## config.mk

```make
export PLATFORM = sky130hd
export DESIGN_NAME = tick_jitter_histogram_core
export DESIGN_NICKNAME = d
export VERILOG_FILES = /design/src/hw/rtl/tjh_pkg.sv /design/src/hw/rtl/tjh_div.sv /design/src/hw/rtl/tjh_bins.sv /design/src/hw/rtl/tick_jitter_histogram_core.sv
export VERILOG_INCLUDE_DIRS = /design/src /design/src/hw/rtl
export SDC_FILE = /design/constraint.sdc
export NUM_CORES = 2
export LEC_CHECK = 0
export BUFFER_PORTS_ARGS = -buffer_cell sky130_fd_sc_hd__buf_2
export CORE_UTILIZATION = 50
export DETAILED_ROUTE_END_ITERATION = 16
export PLACE_DENSITY = 0.74
export SETUP_SLACK_MARGIN = 0.4
export SLEW_MARGIN = 15
export SYNTH_ARGS = -nofsm -noshare
export SYNTH_HDL_FRONTEND = slang
export SYNTH_SLANG_ARGS = --single-unit
```

## constraint.sdc

```tcl
create_clock -name clk -period 7.1 [get_ports clk]
set_input_delay 0 -clock clk [delete_from_list [all_inputs] [get_ports clk]]
set_output_delay 0 -clock clk [all_outputs]
set_load 0.03 [all_outputs]
```

## src/hw/rtl/assert_macros.svh

```systemverilog
// Assertion macros shared by the RTL that checks itself.
`ifndef ASSERT_MACROS_SVH
`define ASSERT_MACROS_SVH

// Clocked check, disabled while reset is held.
`define TJH_ASSERT(lbl, clk_s, rstn_s, prop) \
  lbl: assert property (@(posedge clk_s) disable iff (!rstn_s) prop) \
    else $error("tjh assertion failed");

// Clocked check with its own message.
`define TJH_ASSERT_MSG(lbl, clk_s, rstn_s, prop, msg) \
  lbl: assert property (@(posedge clk_s) disable iff (!rstn_s) prop) \
    else $error(msg);

`endif

```

## src/hw/rtl/tjh_pkg.sv

```systemverilog
// Shared constants, types and the bin classifier for the tick jitter histogram.
`timescale 1ns / 1ps

package tjh_pkg;

  localparam int DATA_W               = 32;
  localparam int RATE_W               = 20;
  localparam int NUM_BINS             = 16;
  localparam int BIN_W                = 4;
  localparam int TICKS_PER_SECOND_DEF = 1000;
  localparam int US_SCALE             = 100000;
  localparam int CFG_IDX_W            = 1;

  localparam logic [RATE_W-1:0] NOMINAL_NUM     = 20'd1000000;
  localparam logic [RATE_W-1:0] SAMPLE_RATE_RST = 20'd1000;
  localparam logic [DATA_W-1:0] CPJ_RST         = 32'd1000000;

  // floor(x / 10) == (x * RECIP10) >> RECIP10_SHIFT for every 32-bit x
  localparam logic [DATA_W-1:0] RECIP10       = 32'hCCCC_CCCD;
  localparam int                RECIP10_SHIFT = 35;

  localparam logic ACT_TICK = 1'b0;
  localparam logic ACT_READ = 1'b1;

  localparam logic [CFG_IDX_W-1:0] CFG_SAMPLE_RATE      = 1'b0;
  localparam logic [CFG_IDX_W-1:0] CFG_CYCLES_PER_JIFFY = 1'b1;

  localparam logic [DATA_W-1:0] BIN_EDGES [NUM_BINS] = '{
    32'd0,    32'd1,    32'd2,     32'd5,     32'd10,    32'd20,
    32'd50,   32'd100,  32'd200,   32'd500,   32'd1000,  32'd2000,
    32'd5000, 32'd10000, 32'd20000, 32'd50000
  };

  typedef struct packed {
    logic start;
    logic short_run;
  } div_cmd_t;

  typedef struct packed {
    logic              rd_en;
    logic              wr_en;
    logic [BIN_W-1:0]  addr;
    logic [DATA_W-1:0] wr_data;
  } bin_req_t;

  function automatic logic [BIN_W-1:0] classify(input logic [DATA_W-1:0] jit);
    logic [BIN_W-1:0] b;
    b = '0;
    for (int i = 1; i < NUM_BINS; i++) begin
      if (jit >= BIN_EDGES[i]) b = BIN_W'(i);
    end
    return b;
  endfunction

endpackage

```

## src/hw/rtl/tjh_div.sv

```systemverilog
// Iterative restoring divider, one quotient bit per cycle.
`timescale 1ns / 1ps

module tjh_div #(
  parameter int NUM_W = tjh_pkg::DATA_W + 7
) (
  input  logic                        clk,
  input  logic                        rst_n,
  input  tjh_pkg::div_cmd_t           cmd,
  input  logic [NUM_W-1:0]            num,
  input  logic [tjh_pkg::DATA_W-1:0]  den,
  output logic [NUM_W-1:0]            quot,
  output logic                        done
);

  localparam int CNT_W = $clog2(NUM_W + 1);
  localparam int DW    = tjh_pkg::DATA_W;
  localparam int RW    = tjh_pkg::RATE_W;

  logic [CNT_W-1:0] cnt_r;
  logic             done_r;
  logic [NUM_W-1:0] q_r;
  logic [DW:0]      rem_r;
  logic [DW-1:0]    den_r;
  logic [DW:0]      shifted;
  logic             fits;

  assign shifted = {rem_r[DW-1:0], q_r[NUM_W-1]};
  assign fits    = (shifted >= {1'b0, den_r});

  always_ff @(posedge clk) begin
    if (!rst_n) begin
      cnt_r  <= '0;
      done_r <= 1'b0;
    end else begin
      done_r <= !cmd.start && (cnt_r == CNT_W'(1));
      if (cmd.start) begin
        cnt_r <= cmd.short_run ? CNT_W'(RW) : CNT_W'(NUM_W);
      end else if (cnt_r != '0) begin
        cnt_r <= cnt_r - 1'b1;
      end
    end
  end

  always_ff @(posedge clk) begin
    if (cmd.start) begin
      q_r   <= cmd.short_run ? {num[RW-1:0], {(NUM_W-RW){1'b0}}} : num;
      rem_r <= '0;
      den_r <= den;
    end else if (cnt_r != '0) begin
      q_r   <= {q_r[NUM_W-2:0], fits};
      rem_r <= fits ? (shifted - {1'b0, den_r}) : shifted;
    end
  end

  assign quot = q_r;
  assign done = done_r;

endmodule

```

## src/hw/rtl/tjh_bins.sv

```systemverilog
// Bin counter store with per-entry valid bits and registered read.
`timescale 1ns / 1ps

module tjh_bins (
  input  logic                        clk,
  input  logic                        rst_n,
  input  tjh_pkg::bin_req_t           req,
  output logic [tjh_pkg::DATA_W-1:0]  rd_data
);

  logic [tjh_pkg::DATA_W-1:0]   mem_r [tjh_pkg::NUM_BINS];
  logic [tjh_pkg::NUM_BINS-1:0] vld_r;
  logic [tjh_pkg::DATA_W-1:0]   rd_data_r;

  always_ff @(posedge clk) begin
    if (!rst_n) begin
      vld_r <= '0;
    end else if (req.wr_en) begin
      vld_r[req.addr] <= 1'b1;
    end
  end

  always_ff @(posedge clk) begin
    if (req.wr_en) begin
      mem_r[req.addr] <= req.wr_data;
    end
    if (req.rd_en) begin
      rd_data_r <= vld_r[req.addr] ? mem_r[req.addr] : '0;
    end
  end

  assign rd_data = rd_data_r;

endmodule

```

## src/hw/rtl/tick_jitter_histogram_core.sv

```systemverilog
// Top level of the tick jitter histogram: sequencer, datapath registers, config.
//
//   channel | ports                                  | handshake
//   --------+----------------------------------------+-------------------
//   in      | action, timestamp, bin_index           | in_valid / in_stall
//   out     | jitter_us, bin_hit, first_tick,        | out_valid / out_stall
//           | bin_count, tick_total                  |
//   cfg     | cfg_index, cfg_wdata                   | cfg_wr_en
//
// Tick: the shared divider first divides out the nominal period over RATE_W bits,
// then the interval over NUM_W = 32 + bits(100000 / TICKS_PER_SECOND) bits (39
// at the default), followed by the two divider handoffs, jitter, classify, bin update
// and output load. Read: bin read, then output load; a first tick goes straight to output load.
// Input is taken again in the cycle after the result is loaded; one transaction
// in flight at a time. rst_n is synchronous; all bins read as zero after reset.
// A finished result waits in the output register while out_stall is high.
`timescale 1ns / 1ps
`include "assert_macros.svh"

module tick_jitter_histogram_core #(
  parameter int TICKS_PER_SECOND = tjh_pkg::TICKS_PER_SECOND_DEF
) (
  input  logic                            clk,
  input  logic                            rst_n,
  input  logic                            in_valid,
  output logic                            in_stall,
  input  logic                            in_action,
  input  logic [tjh_pkg::DATA_W-1:0]      in_timestamp,
  input  logic [tjh_pkg::BIN_W-1:0]       in_bin_index,
  output logic                            out_valid,
  input  logic                            out_stall,
  output logic [tjh_pkg::DATA_W-1:0]      out_jitter_us,
  output logic [tjh_pkg::BIN_W-1:0]       out_bin_hit,
  output logic                            out_first_tick,
  output logic [tjh_pkg::DATA_W-1:0]      out_bin_count,
  output logic [tjh_pkg::DATA_W-1:0]      out_tick_total,
  input  logic                            cfg_wr_en,
  input  logic [tjh_pkg::CFG_IDX_W-1:0]   cfg_index,
  input  logic [tjh_pkg::DATA_W-1:0]      cfg_wdata
);

  localparam int DW      = tjh_pkg::DATA_W;
  localparam int RW      = tjh_pkg::RATE_W;
  localparam int BW      = tjh_pkg::BIN_W;
  localparam int SCALE   = tjh_pkg::US_SCALE / TICKS_PER_SECOND;
  localparam int SCALE_W = $clog2(SCALE + 1);
  localparam int NUM_W   = DW + SCALE_W;
  localparam int DEN_W   = 2 * DW - tjh_pkg::RECIP10_SHIFT;

  typedef enum logic [2:0] {
    S_IDLE, S_NOM, S_INT, S_JIT, S_BIN, S_INC, S_RDW, S_EMIT
  } state_t;

  state_t                 state_r;
  logic [RW-1:0]          rate_r;
  logic [DW-1:0]          cpj_r;
  logic [DW-1:0]          prev_r;
  logic [DW-1:0]          sample_r;
  logic                   first_r;
  logic [DW-1:0]          total_r;
  logic [2*DW-1:0]        den_prod_r;
  logic [NUM_W-1:0]       prod_r;
  logic [RW-1:0]          nominal_r;
  logic [DW-1:0]          dt_r;
  logic [DW-1:0]          jitter_r;
  logic [BW-1:0]          hit_r;
  logic                   res_first_r;
  logic [DW-1:0]          count_r;
  logic                   out_valid_r;
  logic [DW-1:0]          out_jitter_us_r;
  logic [BW-1:0]          out_bin_hit_r;
  logic                   out_first_tick_r;
  logic [DW-1:0]          out_bin_count_r;
  logic [DW-1:0]          out_tick_total_r;

  logic                   in_acc;
  tjh_pkg::div_cmd_t      div_cmd;
  logic [NUM_W-1:0]       div_num;
  logic [DW-1:0]          div_den;
  logic [NUM_W-1:0]       div_q;
  logic                   div_done;
  tjh_pkg::bin_req_t      bin_req;
  logic [DW-1:0]          bin_rd;
  logic [RW-1:0]          rate_eff;
  logic [DEN_W-1:0]       den_raw;
  logic [DEN_W-1:0]       den_eff;
  logic [DW-1:0]          nom32;

  assign in_acc   = in_valid && !in_stall;
  assign in_stall = (state_r != S_IDLE);
  assign rate_eff = (rate_r == '0) ? RW'(1) : rate_r;
  assign den_raw  = den_prod_r[2*DW-1:tjh_pkg::RECIP10_SHIFT];
  assign den_eff  = (den_raw == '0) ? DEN_W'(1) : den_raw;
  assign nom32    = {{(DW-RW){1'b0}}, nominal_r};

  always_comb begin
    div_cmd = '0;
    if (state_r == S_IDLE && in_acc && in_action == tjh_pkg::ACT_TICK && !first_r) begin
      div_cmd.start     = 1'b1;
      div_cmd.short_run = 1'b1;
    end else if (state_r == S_NOM && div_done) begin
      div_cmd.start = 1'b1;
    end
    div_num = div_cmd.short_run ? {{(NUM_W-RW){1'b0}}, tjh_pkg::NOMINAL_NUM} : prod_r;
    div_den = div_cmd.short_run ? {{(DW-RW){1'b0}}, rate_eff}
                                : {{(DW-DEN_W){1'b0}}, den_eff};
  end

  always_comb begin
    bin_req = '0;
    unique case (state_r)
      S_IDLE: begin
        if (in_acc && in_action == tjh_pkg::ACT_READ) begin
          bin_req.rd_en = 1'b1;
          bin_req.addr  = in_bin_index;
        end
      end
      S_BIN: begin
        bin_req.rd_en = 1'b1;
        bin_req.addr  = tjh_pkg::classify(jitter_r);
      end
      S_INC: begin
        bin_req.wr_en   = 1'b1;
        bin_req.addr    = hit_r;
        bin_req.wr_data = bin_rd + 1'b1;
      end
      default: ;
    endcase
  end

  tjh_div #(
    .NUM_W (NUM_W)
  ) u_div (
    .clk   (clk),
    .rst_n (rst_n),
    .cmd   (div_cmd),
    .num   (div_num),
    .den   (div_den),
    .quot  (div_q),
    .done  (div_done)
  );

  tjh_bins u_bins (
    .clk     (clk),
    .rst_n   (rst_n),
    .req     (bin_req),
    .rd_data (bin_rd)
  );

  // multiplier operands are stable while the nominal period is divided, unless cpj_r is written
  always_ff @(posedge clk) begin
    den_prod_r <= {{DW{1'b0}}, cpj_r} * {{DW{1'b0}}, tjh_pkg::RECIP10};
    prod_r     <= {{SCALE_W{1'b0}}, sample_r - prev_r} * NUM_W'(SCALE);
  end

  always_ff @(posedge clk) begin
    if (!rst_n) begin
      state_r          <= S_IDLE;
      rate_r           <= tjh_pkg::SAMPLE_RATE_RST;
      cpj_r            <= tjh_pkg::CPJ_RST;
      prev_r           <= '0;
      first_r          <= 1'b1;
      total_r          <= DW'(1);
      out_valid_r      <= 1'b0;
    end else begin
      if (cfg_wr_en) begin
        unique case (cfg_index)
          tjh_pkg::CFG_SAMPLE_RATE:      rate_r <= cfg_wdata[RW-1:0];
          tjh_pkg::CFG_CYCLES_PER_JIFFY: cpj_r  <= cfg_wdata;
          default: ;
        endcase
      end
      if (state_r == S_EMIT && (!out_valid_r || !out_stall)) begin
        out_valid_r <= 1'b1;
      end else if (out_valid_r && !out_stall) begin
        out_valid_r <= 1'b0;
      end

      unique case (state_r)
        S_IDLE: begin
          if (in_acc) begin
            jitter_r    <= '0;
            hit_r       <= '0;
            count_r     <= '0;
            res_first_r <= (in_action == tjh_pkg::ACT_TICK) && first_r;
            if (in_action == tjh_pkg::ACT_TICK) begin
              total_r  <= total_r + 1'b1;
              sample_r <= in_timestamp;
              if (first_r) begin
                first_r     <= 1'b0;
                prev_r      <= in_timestamp;
                state_r     <= S_EMIT;
              end else begin
                state_r <= S_NOM;
              end
            end else begin
              state_r <= S_RDW;
            end
          end
        end
        S_NOM: begin
          if (div_done) begin
            nominal_r <= div_q[RW-1:0];
            state_r   <= S_INT;
          end
        end
        S_INT: begin
          if (div_done) begin
            dt_r    <= (|div_q[NUM_W-1:DW]) ? '1 : div_q[DW-1:0];
            state_r <= S_JIT;
          end
        end
        S_JIT: begin
          jitter_r <= (dt_r >= nom32) ? (dt_r - nom32) : (nom32 - dt_r);
          state_r  <= S_BIN;
        end
        S_BIN: begin
          hit_r   <= tjh_pkg::classify(jitter_r);
          state_r <= S_INC;
        end
        S_INC: begin
          prev_r  <= sample_r;
          state_r <= S_EMIT;
        end
        S_RDW: begin
          count_r <= bin_rd;
          state_r <= S_EMIT;
        end
        S_EMIT: begin
          if (!out_valid_r || !out_stall) begin
            out_jitter_us_r  <= jitter_r;
            out_bin_hit_r    <= hit_r;
            out_first_tick_r <= res_first_r;
            out_bin_count_r  <= count_r;
            out_tick_total_r <= total_r;
            state_r          <= S_IDLE;
          end
        end
        default: state_r <= S_IDLE;
      endcase
    end
  end

  assign out_valid      = out_valid_r;
  assign out_jitter_us  = out_jitter_us_r;
  assign out_bin_hit    = out_bin_hit_r;
  assign out_first_tick = out_first_tick_r;
  assign out_bin_count  = out_bin_count_r;
  assign out_tick_total = out_tick_total_r;

  `TJH_ASSERT(a_accept_busy, clk, rst_n, in_acc |=> in_stall)
  `TJH_ASSERT(a_div_done_state, clk, rst_n, div_done |-> (state_r == S_NOM || state_r == S_INT))
  `TJH_ASSERT_MSG(a_first_clean, clk, rst_n,
    (out_valid_r && out_first_tick_r) |-> (out_jitter_us_r == '0 && out_bin_hit_r == '0),
    "first tick carries a bin")

endmodule

```

== Word level (Yosys, flattened, before mapping) ==
Memory sizes are Yosys's and may differ from the RTL's. A register that Yosys moved wholly into a read port is not among the register bits.
Index checks and enable logic that the tools add are counted.

* Memories: 1
* Output and inout port bits: 103
* Bits in writable memories: 512
* Bits of input ports: 75
* Register bits after elaboration: 602

{| class="wikitable"
|+ Memory list
! name !! depth !! width !! read ports !! clocked after memory_dff !! wr ports !! RTL line !! RTL
|-
| u_bins.mem_r || 16 || 32 || 1 || 1 || 1 || tjh_bins.sv:11 || <nowiki>logic [tjh_pkg::DATA_W-1:0] mem_r [tjh_pkg::NUM_BINS];</nowiki>
|}

* Mux-type cells: 60
* Add/subtract/negate cells: 7
* $mul: 2
* Bitwise operators: 3
* Order comparisons: 19
* Eq/ne operators: 14
* Reduce and logical (&&, ||, !) cells: 45

{| class="wikitable"
|+ Operators with widths
! cell !! number
|-
| 32-bit two-way mux || 7
|-
| 32-bit case mux with 2 select lines || 3
|-
| 39-bit two-way mux || 4
|-
| 32-bit by 1-bit adder with 32-bit output (second input constant) || 2
|-
| 32-bit by 32-bit multiplier with 64-bit output (second input constant) || 1
|-
| 4-bit two-way mux || 16
|-
| 32-bit subtractor || 2
|-
| 20-bit two-way mux || 3
|-
| 32-bit by 5-bit multiplier with 37-bit output (second input constant) || 1
|-
| 33-bit by 32-bit >= comparator with 1-bit output || 1
|-
| 32-bit by 1-bit >= comparator with 1-bit output (second input constant) || 1
|-
| 32-bit by 10-bit >= comparator with 1-bit output (second input constant) || 1
|-
| 32-bit by 11-bit >= comparator with 1-bit output (second input constant) || 1
|-
| 32-bit by 13-bit >= comparator with 1-bit output (second input constant) || 1
|-
| 32-bit by 14-bit >= comparator with 1-bit output (second input constant) || 1
|-
| 32-bit by 15-bit >= comparator with 1-bit output (second input constant) || 1
|-
| 32-bit by 16-bit >= comparator with 1-bit output (second input constant) || 1
|-
| 32-bit by 2-bit >= comparator with 1-bit output (second input constant) || 1
|-
| 32-bit by 20-bit >= comparator with 1-bit output || 1
|-
| 32-bit by 3-bit >= comparator with 1-bit output (second input constant) || 1
|-
| 32-bit by 4-bit >= comparator with 1-bit output (second input constant) || 1
|-
| 32-bit by 5-bit >= comparator with 1-bit output (second input constant) || 1
|-
| 32-bit by 6-bit >= comparator with 1-bit output (second input constant) || 1
|-
| 32-bit by 7-bit >= comparator with 1-bit output (second input constant) || 1
|-
| other kinds (38) || 96
|}

== Logic depth before layout (Yosys ltp) ==
* Word-level depth: 22
* Mapped depth: 29

== Hierarchy ==
A second synthesis with hierarchy kept.

* Cells, all modules: 5608
* Area total of the unflattened synthesis: 67643.6 sq um

{| class="wikitable"
|+ By module, submodules not included
! module !! cells each !! area each (sq um) !! times used !! sequential area each (sq um)
|-
| tick_jitter_histogram_core || 4029 || 40264.9 || 1 || 11370.9
|-
| tjh_bins || 886 || 20835.0 || 1 || 16656.0
|-
| tjh_div || 693 || 6543.8 || 1 || 2912.8
|}

== Least setup slack after synthesis ==
Ideal clock, no wire load.

* Path type: reg2reg
* Start: register cpj_r[9]
* End: register den_prod_r[61]
* Path buffers: 0
* Arrival: 6.874 ns
* Cell stages (with the launch flop): 25
* Period minus slack after synthesis: 6.946 ns
* Setup slack: 0.154 ns
* Cells stage by stage: dfxtp_1 -> ha_1 -> inv_1 -> fa_1 -> fa_1 -> fa_1 -> inv_1 -> fa_1 -> fa_1 -> fa_1 -> inv_1 -> fa_1 -> inv_1 -> ha_1 -> a211oi_1 -> o21ai_0 -> a211oi_1 -> o211ai_1 -> o211ai_1 -> a311oi_1 -> nor3_1 -> o31ai_1 -> a21o_1 -> a21oi_1 -> xnor2_1

* Word-level cells in the longest chain between the ends: 1

{| class="wikitable"
|+ Ends and longest elaborated chain
! item !! RTL line !! RTL
|-
| start: declaration || tick_jitter_histogram_core.sv:56 || <nowiki>logic [DW-1:0] cpj_r;</nowiki>
|-
| start signal: assignment || tick_jitter_histogram_core.sv:160 || <nowiki>cpj_r <= tjh_pkg::CPJ_RST;</nowiki>
|-
| start signal: assignment || tick_jitter_histogram_core.sv:169 || <nowiki>tjh_pkg::CFG_CYCLES_PER_JIFFY: cpj_r <= cfg_wdata;</nowiki>
|-
| 32-bit by 32-bit multiplier with 64-bit output || tick_jitter_histogram_core.sv:152 || <nowiki>den_prod_r <= {{DW{1'b0}}, cpj_r} * {{DW{1'b0}}, tjh_pkg::RECIP10};</nowiki>
|-
| end signal: assignment || tick_jitter_histogram_core.sv:152 ||
|-
| end: declaration || tick_jitter_histogram_core.sv:61 || <nowiki>logic [2*DW-1:0] den_prod_r;</nowiki>
|}

No other way between the ends.
A chain may end at the register's enable or synchronous reset.

== Worst setup path after layout ==
* Start: register cpj_r[19]
* End: register den_prod_r[54]

The elaborated chain is that of the path after synthesis.

==> impl_results.md <==
* Reg-to-reg startpoint: cpj_r[19]
* Max reg flops at 512
* Buffers added on ports at 177
* Final Hold Violating Endpoints at 0
* Sequential-to-total area share from yosys stat at 46.5%
* Most used cell along the critical path: fa_1
* CTS tree: built
* Pre-antenna DRT Iters at 6
* Pin count of the biggest net entering global routing at 129
* CTS buffer count at 111
* RePlAce Congestion at 0.999
* Width of the chip at 366 um
* Wirelength per Cell at 22.3 um
* GRT Util Overall at 27.1%
* Num ports at 178
* Vias per cell at 5.67
* CP startpoint: cpj_r[19]
* Final WS setup at 214 ps
* Mux contribution to synthesized area at 0.317%
* Post-route DRC at 0
* Routed WL at 182000 um
* Die ar. at 0.134 sq mm
* Die H at 366 um
* Status: finished, final reports clean
* CP Max Fanout at 3
* Synth Area in Simple Gates at 8.64%
* Nets at 7339
* #FFs+latches synth at 1108
* Required @ worst endpoint at 7720 ps
* Routed Antenna Nets at 0
* Via count at 46300
* Top_reg_cell synth: edfxtp_1
* Antenna violations before repair at 9
* Number of flops mapped to enable cells by yosys at 866
* Cell taking the most area after synthesis: edfxtp_1
* Synth Area in Compound Gates at 12.4%
* Synthesis-to-layout area growth at 16.4%
* Worst Skew at 63.8 ps
* Post-DP HPWL at 130000 um
* Max-slew violations at 0
* Relative slew slack at 18.4%
* Final min period at 6890 ps
* Crit Reg-Reg Endpoint: den_prod_r[54]
* CTS H-Tree Depth at 3
* Clock Sinks at 1108
* Syn. warnings at 0
* Main combinational cell family by area after synthesis: adder cells
* Post-synth top area share at 39.2%
* Worst reg-to-reg path cell count at 31
* Clk slew on worst S/H paths at 70 ps
* Top-count cell post-synth: edfxtp_1
* Synthesized instance count at 5782
* # setup viols final at 0
* Number of global-route vias before repair at 47200
* Unrepaired setup endpoints after global routing: true
* CP Capture Type: register
* Synth async-reset ratio at 0%
* Worst skew pair latency at 760 ps
* Post-synth top cells: edfxtp_1 (866), inv_1 (862), ha_1 (551)
* FP Rows at 133
* First-pass GRT wire length at 279000 um
* Max-cap viol count at 0
* Slowest cell on the critical path: fa_1
* Synth Area in XOR/XNOR at 2.97%
* Core area at 0.131 sq mm
* Max Fclk at 0.145 GHz
* Grt ovf at 0
* Adder-Cell Fraction of Synth Area at 23.0%
* Min-Delay Path Class: in2reg
* Worst setup path endpoint: den_prod_r[54]
* Longest Clk Path Bufs at 3
* Synthesized area at 0.0663 sq mm
* R2R Setup Slk at 210 ps
* Arrival time at the worst endpoint at 7500 ps
* CTS root buffer: clkbuf_16
* Largest register by flop count: u_bins.mem_r
* Layout cells sized above 1 at 15.1%
* Kind of critical path: reg2reg
* Least-Margin Pin Slew at 1220 ps
* Yosys cell types at 86
* Ranking of synthesized cells by area: edfxtp_1 (39%), fa_1 (13%), ha_1 (10%)
* Starting Density at 50.4%
* Hold slack at 43.2 ps
* Pre-CTS WS at -134 ps
* CP peak stage delay at 540 ps
* Post-Syn Nets at 6826
* Avg Inst Size Synth at 11.5 sq um
* Setup crit start kind: register
* Number of DRC markers in iteration 0 at 4177
* Period utilization at 97.0%
[layout make-up]
cell class	count	area (sq um)
fillers	10600	54200
multi-input cells	3610	32700
flip-flops and latches	1108	30900
repair buffers	601	4450
inverters	863	3250
clock buffers	153	3090
well taps	1755	2200
clock inverters	58	633
diodes	5	12.5
[worst min path at each step]
stage	startpoint	end	slack [ps]	depth (start not counted)
CTS	in_timestamp[30]	sample_r[30]	4	2
detailed placement	in_timestamp[28]	sample_r[28]	190	1
finish	in_timestamp[14]	sample_r[14]	40	2
global route	in_timestamp[21]	sample_r[21]	30	2
floorplan	in_timestamp[0]	sample_r[0]	100	0
global placement	in_timestamp[16]	sample_r[16]	190	1
[per-stage QoR]
step,utilization [%],std cells,setup TNS [ps],cell area [sq um]
3_5_place_dp,54.0,7800,-512,71000
2_1_floorplan,-,5782,0,66400
4_1_cts,58.3,8133,0,76600
3_3_place_gp,54.0,7800,-37.5,71000
5_1_grt,58.7,8148,-49.6,77200
6_report,58.7,8153,0,77200
[layout by cell type (no fill, tap or decap), types with 29 or more instances in the layout]
cell type	synthesis	final
edfxtp_1	866	866
inv_1	862	839
ha_1	551	491
nand2_1	462	458
fa_1	418	402
buf_4	6	302
o21ai_0	293	280
a22o_1	256	256
dfxtp_1	242	215
nor2_1	218	198
buf_2	40	176
a21oi_1	192	175
xnor2_1	126	121
nand3_1	122	121
clkbuf_16	0	113
dlygate4sd3_1	0	100
xor2_1	99	89
and2_1	90	87
a21o_1	66	66
a21boi_0	55	55
or2_2	49	47
ha_4	0	47
o21a_1	46	45
nor3_1	48	43
o211a_1	39	39
and3_1	45	36
a41oi_1	35	35
nor4_1	34	33
or3_1	33	32
nand4_1	29	29
clkbuf_1	144	29
[repair_timing]
action | CTS | global route
pin swaps | 108 | 114
hold buffers | 100 | 0
cloned | 0 | 0
setup endpoints to repair | 23 | 31
resized for setup | 145 | 106
buffers inserted | 22 | 15
endpoints found under the hold margin | 189 | 0
[cell families (layout without fill, tap and decap cells)]
group / count (synthesis) / after routing
other: 0 / 5
multiplexers: 21 / 21
buffers and inverters: 1064 / 1675
AND/OR/NAND/NOR: 1212 / 1212
adder cells (fa/ha/maj): 969 / 969
XOR/XNOR: 225 / 225
flip-flops: 1108 / 1108
AO/OA/AOI/OAI: 1183 / 1183
[worst max-delay path, delay by kind of cell, from the launching register on]
family	cells	cell delay (ps)
flip-flops	1	370
XOR/XNOR	1	140
buffers and inverters	11	1190
AND/OR/NAND/NOR	4	490
AO/OA/AOI/OAI	6	890
adder cells (fa/ha/maj)	9	3740
[metal layers]
| metal | vias up | global-route usage, % | part of all wire, % |
|---|---|---|---|
| met5 | - | 0 | 0.029 |
| met4 | 8 | 11.0 | 4.2 |
| met3 | 416 | 4.36 | 7.2 |
| met2 | 1768 | 45.4 | 48 |
| met1 | 22900 | 35.0 | 40 |
| li1 | 21100 | - | - |
Power is not shown: default switching activity piles up to over one toggle a cycle in this logic, so the estimate is an artifact.
